**config.mk**
```make
export PLATFORM = sky130hd
export DESIGN_NAME = tpms_ctrl
export DESIGN_NICKNAME = d
export VERILOG_FILES = /design/src/rtl/tpms_pkg.sv /design/src/rtl/tpms_ctrl.sv
export SDC_FILE = /design/constraint.sdc
export NUM_CORES = 1
export LEC_CHECK = 0
export ABC_CLOCK_PERIOD_IN_PS = 2800
export BUFFER_PORTS_ARGS = -buffer_cell sky130_fd_sc_hd__buf_2
export CORE_MARGIN = 3
export CORE_UTILIZATION = 46
export CTS_BUF_LIST = sky130_fd_sc_hd__clkbuf_2 sky130_fd_sc_hd__clkbuf_4 sky130_fd_sc_hd__clkbuf_8
export DETAILED_ROUTE_END_ITERATION = 12
export GPL_TIMING_DRIVEN = 0
export HOLD_SLACK_MARGIN = 0.08
export PLACE_DENSITY_LB_ADDON = 0.25
export SLEW_MARGIN = 20
export SYNTH_ARGS = -nofsm -noshare
export SYNTH_HDL_FRONTEND = slang
export SYNTH_SLANG_ARGS = --single-unit
export TNS_END_PERCENT = 1
```
**constraint.sdc**
```tcl
create_clock -name clk -period 2.8 [get_ports clk]
set_input_delay 0.14 -clock clk [delete_from_list [all_inputs] [get_ports clk]]
set_output_delay 0.14 -clock clk [all_outputs]
set_load 0.005 [all_outputs]
```
**src/rtl/tpms_pkg.sv**
```systemverilog
// Shared types, constants and tables of the thermal plant step block.
// No dependencies.
package tpms_pkg;

  localparam int DataW = 32;
  localparam int FracW = 16;
  localparam int AccW  = 64;
  localparam int RedW  = 48;
  localparam int CordW = 35;
  localparam int IdxW  = 5;
  localparam int RegIdxW = 3;

  localparam logic [RegIdxW-1:0] REG_COEF_A     = 3'd0;
  localparam logic [RegIdxW-1:0] REG_COEF_B     = 3'd1;
  localparam logic [RegIdxW-1:0] REG_COEF_C     = 3'd2;
  localparam logic [RegIdxW-1:0] REG_COEF_D     = 3'd3;
  localparam logic [RegIdxW-1:0] REG_INIT_TEMP  = 3'd4;
  localparam logic [RegIdxW-1:0] REG_INIT_DRIVE = 3'd5;

  localparam logic signed [DataW-1:0] RST_COEF_A     = 32'sd52429;
  localparam logic signed [DataW-1:0] RST_COEF_B     = 32'sd19661;
  localparam logic signed [DataW-1:0] RST_COEF_C     = 32'sd26214;
  localparam logic signed [DataW-1:0] RST_COEF_D     = 32'sd6554;
  localparam logic signed [DataW-1:0] RST_INIT_TEMP  = 32'sd1310720;
  localparam logic signed [DataW-1:0] RST_INIT_DRIVE = 32'sd327680;

  // Angle constants and the CORDIC gain in Q30, and the limit of the square term.
  localparam logic signed [RedW-1:0]  TWO_PI     = 48'sd6746518852;
  localparam logic signed [RedW-1:0]  PI_Q30     = 48'sd3373259426;
  localparam logic signed [RedW-1:0]  HALF_PI    = 48'sd1686629713;
  localparam logic signed [CordW-1:0] CORDIC_K   = 35'sd652032874;
  localparam logic signed [AccW-1:0]  SQ_LIMIT   = 64'sd1152921504606846976;

  // Sequencer step limits.
  localparam logic [IdxW-1:0] RED_FIRST = 5'd13;
  localparam logic [IdxW-1:0] CORD_LAST = 5'd29;
  localparam logic [IdxW-1:0] MUL_LAST  = 5'd8;

  typedef enum logic [2:0] {
    ST_IDLE, ST_RED, ST_FOLD, ST_CORD, ST_MUL, ST_FIN
  } tpms_state_t;

  typedef struct packed {
    logic            start;
    logic            red;
    logic            fold;
    logic            cord;
    logic            mul;
    logic            fin;
    logic [IdxW-1:0] idx;
  } tpms_cmd_t;

  typedef struct packed {
    logic out_busy;
  } tpms_stat_t;

  function automatic logic signed [CordW-1:0] atan_q30(input logic [IdxW-1:0] i);
    logic signed [CordW-1:0] v;
    unique case (i)
      5'd0:  v = 35'sd843314857;
      5'd1:  v = 35'sd497837829;
      5'd2:  v = 35'sd263043837;
      5'd3:  v = 35'sd133525159;
      5'd4:  v = 35'sd67021687;
      5'd5:  v = 35'sd33543516;
      5'd6:  v = 35'sd16775851;
      5'd7:  v = 35'sd8388437;
      5'd8:  v = 35'sd4194283;
      5'd9:  v = 35'sd2097149;
      5'd10: v = 35'sd1048576;
      5'd11: v = 35'sd524288;
      5'd12: v = 35'sd262144;
      5'd13: v = 35'sd131072;
      5'd14: v = 35'sd65536;
      5'd15: v = 35'sd32768;
      5'd16: v = 35'sd16384;
      5'd17: v = 35'sd8192;
      5'd18: v = 35'sd4096;
      5'd19: v = 35'sd2048;
      5'd20: v = 35'sd1024;
      5'd21: v = 35'sd512;
      5'd22: v = 35'sd256;
      5'd23: v = 35'sd128;
      5'd24: v = 35'sd64;
      5'd25: v = 35'sd32;
      5'd26: v = 35'sd16;
      5'd27: v = 35'sd8;
      5'd28: v = 35'sd4;
      5'd29: v = 35'sd2;
      default: v = '0;
    endcase
    return v;
  endfunction

endpackage

```
**src/rtl/tpms_ctrl.sv**
```systemverilog
// Sequencer of the thermal plant step block: walks reduction, CORDIC and multiply steps.
// Depends on tpms_pkg.
module tpms_ctrl (
  input  logic                clk,
  input  logic                rst_n,
  input  logic                in_tvalid,
  output logic                in_tready,
  input  tpms_pkg::tpms_stat_t stat,
  output tpms_pkg::tpms_cmd_t  cmd
);
  import tpms_pkg::*;

  tpms_state_t     state_r, state_nxt;
  logic [IdxW-1:0] cnt_r, cnt_nxt;

  always_ff @(posedge clk) begin
    if (!rst_n) begin
      state_r <= ST_IDLE;
      cnt_r   <= '0;
    end else begin
      state_r <= state_nxt;
      cnt_r   <= cnt_nxt;
    end
  end

  always_comb begin
    state_nxt = state_r;
    cnt_nxt   = cnt_r;
    unique case (state_r)
      ST_IDLE: begin
        if (in_tvalid) begin
          state_nxt = ST_RED;
          cnt_nxt   = RED_FIRST;
        end
      end
      ST_RED: begin
        if (cnt_r == '0) begin
          state_nxt = ST_FOLD;
        end else begin
          cnt_nxt = cnt_r - 1'b1;
        end
      end
      ST_FOLD: begin
        state_nxt = ST_CORD;
        cnt_nxt   = '0;
      end
      ST_CORD: begin
        if (cnt_r == CORD_LAST) begin
          state_nxt = ST_MUL;
          cnt_nxt   = '0;
        end else begin
          cnt_nxt = cnt_r + 1'b1;
        end
      end
      ST_MUL: begin
        if (cnt_r == MUL_LAST) begin
          state_nxt = ST_FIN;
        end else begin
          cnt_nxt = cnt_r + 1'b1;
        end
      end
      ST_FIN: begin
        if (!stat.out_busy) begin
          state_nxt = ST_IDLE;
        end
      end
      default: state_nxt = ST_IDLE;
    endcase
  end

  always_comb begin
    in_tready = (state_r == ST_IDLE);
    cmd       = '0;
    cmd.idx   = cnt_r;
    cmd.start = (state_r == ST_IDLE) && in_tvalid;
    cmd.red   = (state_r == ST_RED);
    cmd.fold  = (state_r == ST_FOLD);
    cmd.cord  = (state_r == ST_CORD);
    cmd.mul   = (state_r == ST_MUL);
    cmd.fin   = (state_r == ST_FIN);
  end

endmodule

```
==> impl_metrics.py, run 1 <==
metrics = {
    "timing": {
        "hold_violations": 0,
        "fin_crit_sh_pct": 75.9,
        "setup_slack_ns": 0.674,
        "worstMarginPinSlew_ns": 0.483,
        "setup_viol": 0,
        "timing.setup.tns_ns": 0,
        "max_freq_ghz": 0.470,
        "maxSlewHeadroom_pct": 67.7,
        "rsz0062_at_grt": "false",
        "clock_skew_ns": 0.0110,
        "drv_slew": 0,
        "period_minus_slack_ns": 2.13,
    },
    "clocking": {
        "ctsHoldBuffers": 0,
        "postCtsSetupRepairBufs": 0,
        "h-tree-depth": 1,
        "cts_tree": "done",
        "clock_path_buffers": 2,
        "cts_buffers": 3,
        "clk_pin_slew_worst_paths_ns": 0.07,
        "cts_sinks": 8,
        "postCtsResizedCells": 0,
        "clk_latency_ns": 0.27,
        "root_buffer": "clkbuf_4",
    },
    "power_and_ir_drop": {
        "combPwrFrac_pct": 70.2,
        "internal_power_mw": 0.501,
        "powerDensity_nw_per_um2": 1060,
        "p_switching_mw": 0.478,
        "vdd_drop_max_v": 0.000536,
        "seqPwrFrac_pct": 19.9,
        "swShare_pct": 48.9,
        "power_frac_clock_pct": 10.0,
        "p_leak_nw": 0.406,
    },
    "hold_path": {
        "hold_start": "rst_n",
        "min_path_type": "input port to flop",
    },
    "floorplan": {
        "core_area_um2": 1580,
        "die_area_um2": 2280,
        "start_util_pct": 51.0,
        "fp-row-count": 14,
        "ios": 16,
        "dieHeight_um": 47.8,
        "die_x_um": 47.8,
    },
    "synthesis": {
        "synth_edf_count": 0,
        "synth-seq-cells": 8,
        "netlist_top_cells_count": "nand2_1, nor2_1, dfxtp_1",
        "syn_area_um2": 803,
        "synth_seq_area_share_pct": 19.9,
        "synth_cells": 107,
        "synth_flop_cell": "dfxtp_1",
        "synth_top_area_share_pct": 19.9,
        "yosysWarnings": 0,
        "synth.distinct_cells": 42,
        "synth_area_leader_cell": "dfxtp_1",
        "synth_most_common_cell": "nand2_1",
        "synth_area_leaders": "dfxtp_1, ha_1, nand2_1, nor2_1, a21oi_1",
        "synthArstFlopShare_pct": 0,
        "syn_nets": 115,
        "syn_area_per_cell_um2": 7.51,
    },
    "detailed_routing": {
        "vias": 869,
        "drt_iter0_drc": 49,
        "ant_nets": 0,
        "drt-vias-per-instance": 6.16,
        "wl_per_cell_um": 14.9,
        "drc": 0,
        "wl_mm": 2.10,
        "drt_first_pass_iters": 4,
    },
    "finish": {
        "num-nets-final": 135,
        "fin_area_um2": 921,
        "drive_gt1_share_pct": 24.8,
        "diodes": 0,
        "area_growth_pct": 14.6,
        "instances_no_fill": 141,
        "nFillCells": 148,
    },
    "critical_path": {
        "criticalPathCategory": "flop to flop",
        "critPathArrivalTime_ns": 2.27,
        "r2r-start": "cnt_r[1]",
        "end_kind": "flop",
        "worstPathMaxFanout": 7,
        "crit_start": "cnt_r[1]",
        "required_ns": 2.94,
        "cp-start-kind": "flop",
    },
    "global_route": {
        "grt-ovfl-total": 0,
        "grt_pass1_wl_mm": 3.19,
        "grt_pass1_vias": 755,
        "grt_util_all_layers_pct": 19.6,
        "antenna_found_initial": 0,
        "grt_max_degree": 11,
    },
    "placed_design": {
        "place_area_um2": 898,
        "place_congestion": 0.862,
        "numPortBuffers": 15,
        "dp_slack_ns": 0.749,
        "hpwl_mm": 1.55,
        "place_inst": 138,
    },
    "outcome": {
        "outcome": "complete, no violations",
    },
    "run": {
        "maxCapViolCount": 0,
    },
}
[sequential cells by signal (all words and copies together), names as in the netlist]
register and count:
cnt_r 5, state_r 3
[worst paths after layout]
path                              endpoint  slack (ns)  cells past startpoint
worst max-delay path            state_r[2]        0.67                      7
worst min register to register    cnt_r[4]        0.59                      2
worst min-delay path            state_r[1]        0.16                      2
worst max register to register  state_r[2]        0.67                      7
[worst max-delay path, cell delays in order, from the launching register on]
cell,delay [ns]
dfxtp_1,0.37
inv_1,0.16
ha_1,0.22
or4b_4,0.50
a211oi_2,0.29
o21ai_1,0.16
o211ai_1,0.23
o21ai_1,0.09
[area by class of cell]
type | instances | area, µm² | share of cell area (%)
Clock buffer | 3 | 22.5 | 2.45
Sequential cell | 8 | 160 | 17.4
Multi-Input combinational cell | 85 | 573 | 62.2
Tap cell | 16 | 20.0 | 2.17
Buffer | 8 | 45.0 | 4.89
Timing Repair Buffer | 15 | 75.1 | 8.15
Inverter | 6 | 25.0 | 2.72
[metrics by stage]
| stage | hold WS, ns | power, mW | utilization (%) |
|---|---|---|---|
| 2_1_floorplan | 0.329 | 0.705 | - |
| 3_3_place_gp | 0.443 | 0.858 | 57.0 |
| 3_5_place_dp | 0.447 | 0.872 | 57.0 |
| 4_1_cts | 0.157 | 0.973 | 58.4 |
| 5_1_grt | 0.160 | 1.07 | 58.4 |
| 6_report | 0.158 | 0.979 | 58.4 |
[power groups by stage]
stage / registers, mW / logic (mW) / clock network [mW]
4_1_cts: 0.195 / 0.678 / 0.100
5_1_grt: 0.202 / 0.762 / 0.105
3_5_place_dp: 0.197 / 0.674 / 0
3_3_place_gp: 0.196 / 0.663 / 0
6_report: 0.194 / 0.687 / 0.0977
2_1_floorplan: 0.191 / 0.514 / 0
[per-layer routing]
layer | share of wire (%) | vias up | GRT usage (%)
met1 | 46 | 402 | 26.5
met4 | 1.1 | 0 | 2.69
li1 | - | 422 | -
met3 | 7.2 | 5 | 7.14
met5 | 0 | - | 0
met2 | 46 | 40 | 30.6
[cells in the final DEF (no fill, tap or decap), drive strengths merged, types with 2 or more instances in the layout]
cell	synthesis	final
o22ai	3	3
nand2	11	11
ha	4	4
nand3	3	3
nor2b	4	4
o21ai	5	5
buf	6	21
a221oi	2	2
nand2b	2	2
o22a	2	2
mux2i	2	2
xor2	3	3
a21oi	9	9
inv	6	6
and3	3	3
clkbuf	2	5
nor2	10	10
o21a	2	2
dfxtp	8	8
nor3	4	4
a31oi	2	2
[cell families (layout without fill, tap and decap cells)]
logic type / after synthesis / after routing / share of synthesized area (%)
xor+xnor: 4 / 4 / 4.36
fa+ha+maj: 4 / 4 / 6.23
flops: 8 / 8 / 19.9
buf+inv: 14 / 32 / 8.72
simple gates: 43 / 43 / 29.3
compound gates: 32 / 32 / 29.0
mux: 2 / 2 / 2.49
No activity file was read; power rests on OpenSTA's default activity.
==> run 2, diff against run 1 <==
Settings changed: ABC_CLOCK_PERIOD_IN_PS 2800 to 1800.
Clock period 2.8 ns to 1.8 ns, I/O delays scaled along.
==> run 2 against run 1 <==
Effect of this change:
- die area unchanged
- sequential share of layout area shrank 1.0 points
- count of clock-buffer cells in the layout did not move
- critical path type unchanged
- clock skew is 0.0014 ns lower
- sequential power is 59% higher
- critical path depth is the same
- the run now ends with negative setup slack left
==> impl_metrics.py, run 2 (same netlist as run 1, synthesis figures left out) <==
metrics = {
    "outcome": {
        "outcome": "finished, violations left",
        "violations": "negative setup slack",
    },
    "detailed_routing": {
        "top_layer": "met4",
        "drt_iter0_drc": 39,
        "wl_mm": 2.19,
        "met2WireLength_mm": 1.02,
        "drt-vias-per-instance": 6.05,
        "ant_nets": 0,
        "drc": 0,
        "vias": 883,
        "met3_length_um": 175,
        "drt_first_pass_iters": 4,
        "wl_met1_um": 967,
        "wl_per_cell_um": 15.0,
    },
    "power_and_ir_drop": {
        "p_leak_nw": 0.438,
        "p_total_mw": 1.75,
        "vdd_drop_max_v": 0.000812,
        "powerDensity_nw_per_um2": 1710,
    },
    "floorplan": {
        "die_area_um2": 2280,
        "fp-row-count": 14,
        "die_x_um": 47.8,
        "start_util_pct": 51.0,
        "core_area_um2": 1580,
        "dieHeight_um": 47.8,
        "ios": 16,
    },
    "timing": {
        "period_minus_slack_ns": 1.82,
        "worstMarginPinSlew_ns": 0.443,
        "rsz0062_at_grt": "true",
        "maxSlewHeadroom_pct": 70.5,
        "drv_slew": 0,
        "setup_slack_ns": -0.0220,
        "setup_viol": 1,
        "fin_crit_sh_pct": 101,
        "clock_skew_ns": 0.00960,
        "hold_violations": 0,
        "max_freq_ghz": 0.549,
    },
    "global_route": {
        "grt_pass1_wl_mm": 3.27,
        "antenna_found_initial": 0,
        "grt_pass1_vias": 717,
        "grt_max_degree": 11,
        "grt_util_all_layers_pct": 20.2,
        "grt-ovfl-total": 0,
    },
    "placed_design": {
        "numPortBuffers": 15,
        "place_congestion": 0.886,
        "dp_slack_ns": -0.185,
        "place_area_um2": 898,
        "hpwl_mm": 1.51,
    },
    "clocking": {
        "clk_pin_slew_worst_paths_ns": 0.06,
        "cts_buffers": 3,
        "clk_latency_ns": 0.26,
        "cts_tree": "done",
        "h-tree-depth": 1,
        "cts_sinks": 8,
        "clock_path_buffers": 2,
        "root_buffer": "clkbuf_4",
        "ctsHoldBuffers": 0,
    },
    "finish": {
        "area_growth_pct": 27.4,
        "final_common_cell": "buf_2",
        "num-nets-final": 140,
        "diodes": 0,
        "top_regs": "cnt_r (5), state_r (3)",
        "drive_gt1_share_pct": 35.4,
        "largest_register_ffs": 5,
        "final_cell_mix": "buf_2, nand2_1, nor2_1",
        "regMostFlops": "cnt_r",
        "fin_area_um2": 1020,
    },
    "critical_path": {
        "end_kind": "flop",
        "required_ns": 1.94,
        "worstPathMaxFanout": 7,
        "cp-start-kind": "flop",
        "critPathArrivalTime_ns": 1.97,
        "criticalPathCategory": "flop to flop",
    },
    "hold_path": {
        "min_path_type": "input port to flop",
    },
    "run": {
        "maxCapViolCount": 0,
    },
}
==> run 2: changes by cell type in the layout (fill, tap and decap cells not counted), moves of 2 or more <==
cell | before | now
buf_4 | 1 | 6
nor2b_1 | 4 | 2
dfxtp_1 | 8 | 6
inv_1 | 5 | 3
dfxtp_4 | 0 | 2
nor2b_2 | 0 | 2
==> run 2: power by group <==
part	internal, mW	switching (mW)
logic	0.598	0.698
registers	0.247	0.0615
clock network	0.0766	0.0648
total	0.921	0.825
==> run 2: worst max-delay path: stages, from the launching register on <==
cell	delay (ns)
dfxtp_4	0.36
inv_2	0.08
ha_4	0.13
or4b_4	0.50
a21oi_4	0.19
o22ai_4	0.12
and3_4	0.18
o21a_1	0.15
==> run 2: layout make-up <==
class,count,area (µm²)
plain buffers,8,45.0
clock buffers,3,22.5
fillers,142,553
inverters,6,27.5
multi-input cells,85,628
flip-flops and latches,8,168
well taps,16,20.0
repair buffers,20,113
==> run 2: final timing paths <==
kind,to,cells after the start,startpoint,slack [ns]
worst max-delay path,cnt_r[0],7,cnt_r[1],-0.02
worst min-delay path,state_r[1],2,rst_n,0.13
worst max register to register,cnt_r[0],7,cnt_r[1],-0.02
worst min register to register,cnt_r[1],1,cnt_r[1],0.55
==> run 2: metrics by stage <==
| stage | setup TNS, ns | cells | util, % | hold slack (ns) |
|---|---|---|---|---|
| finish | -0.0220 | 146 | 64.9 | 0.125 |
| global route | -0.255 | 146 | 64.9 | 0.130 |
| CTS | -0.0669 | 143 | 62.8 | 0.123 |
| detailed placement | -0.782 | 138 | 57.0 | 0.399 |
| global placement | -0.811 | 138 | 57.0 | 0.393 |
| floorplan | 0 | 107 | - | 0.279 |
==> run 2: what timing repair did <==
item / 4_1_cts / 5_1_grt
endpoints found under the hold margin: 0 / 0
pin swaps: 4 / 2
buffers inserted: 2 / 3
setup endpoints to repair: 7 / 7
gates resized for setup: 12 / 3
cloned: 0 / 0
==> run 2: metal layers <==
layer  global-route usage [%]  vias to the layer above
met3                     5.64                        6
li1                         -                      433
met1                     29.4                      404
met5                        0                        -
met2                     30.6                       40
met4                     1.61                        0
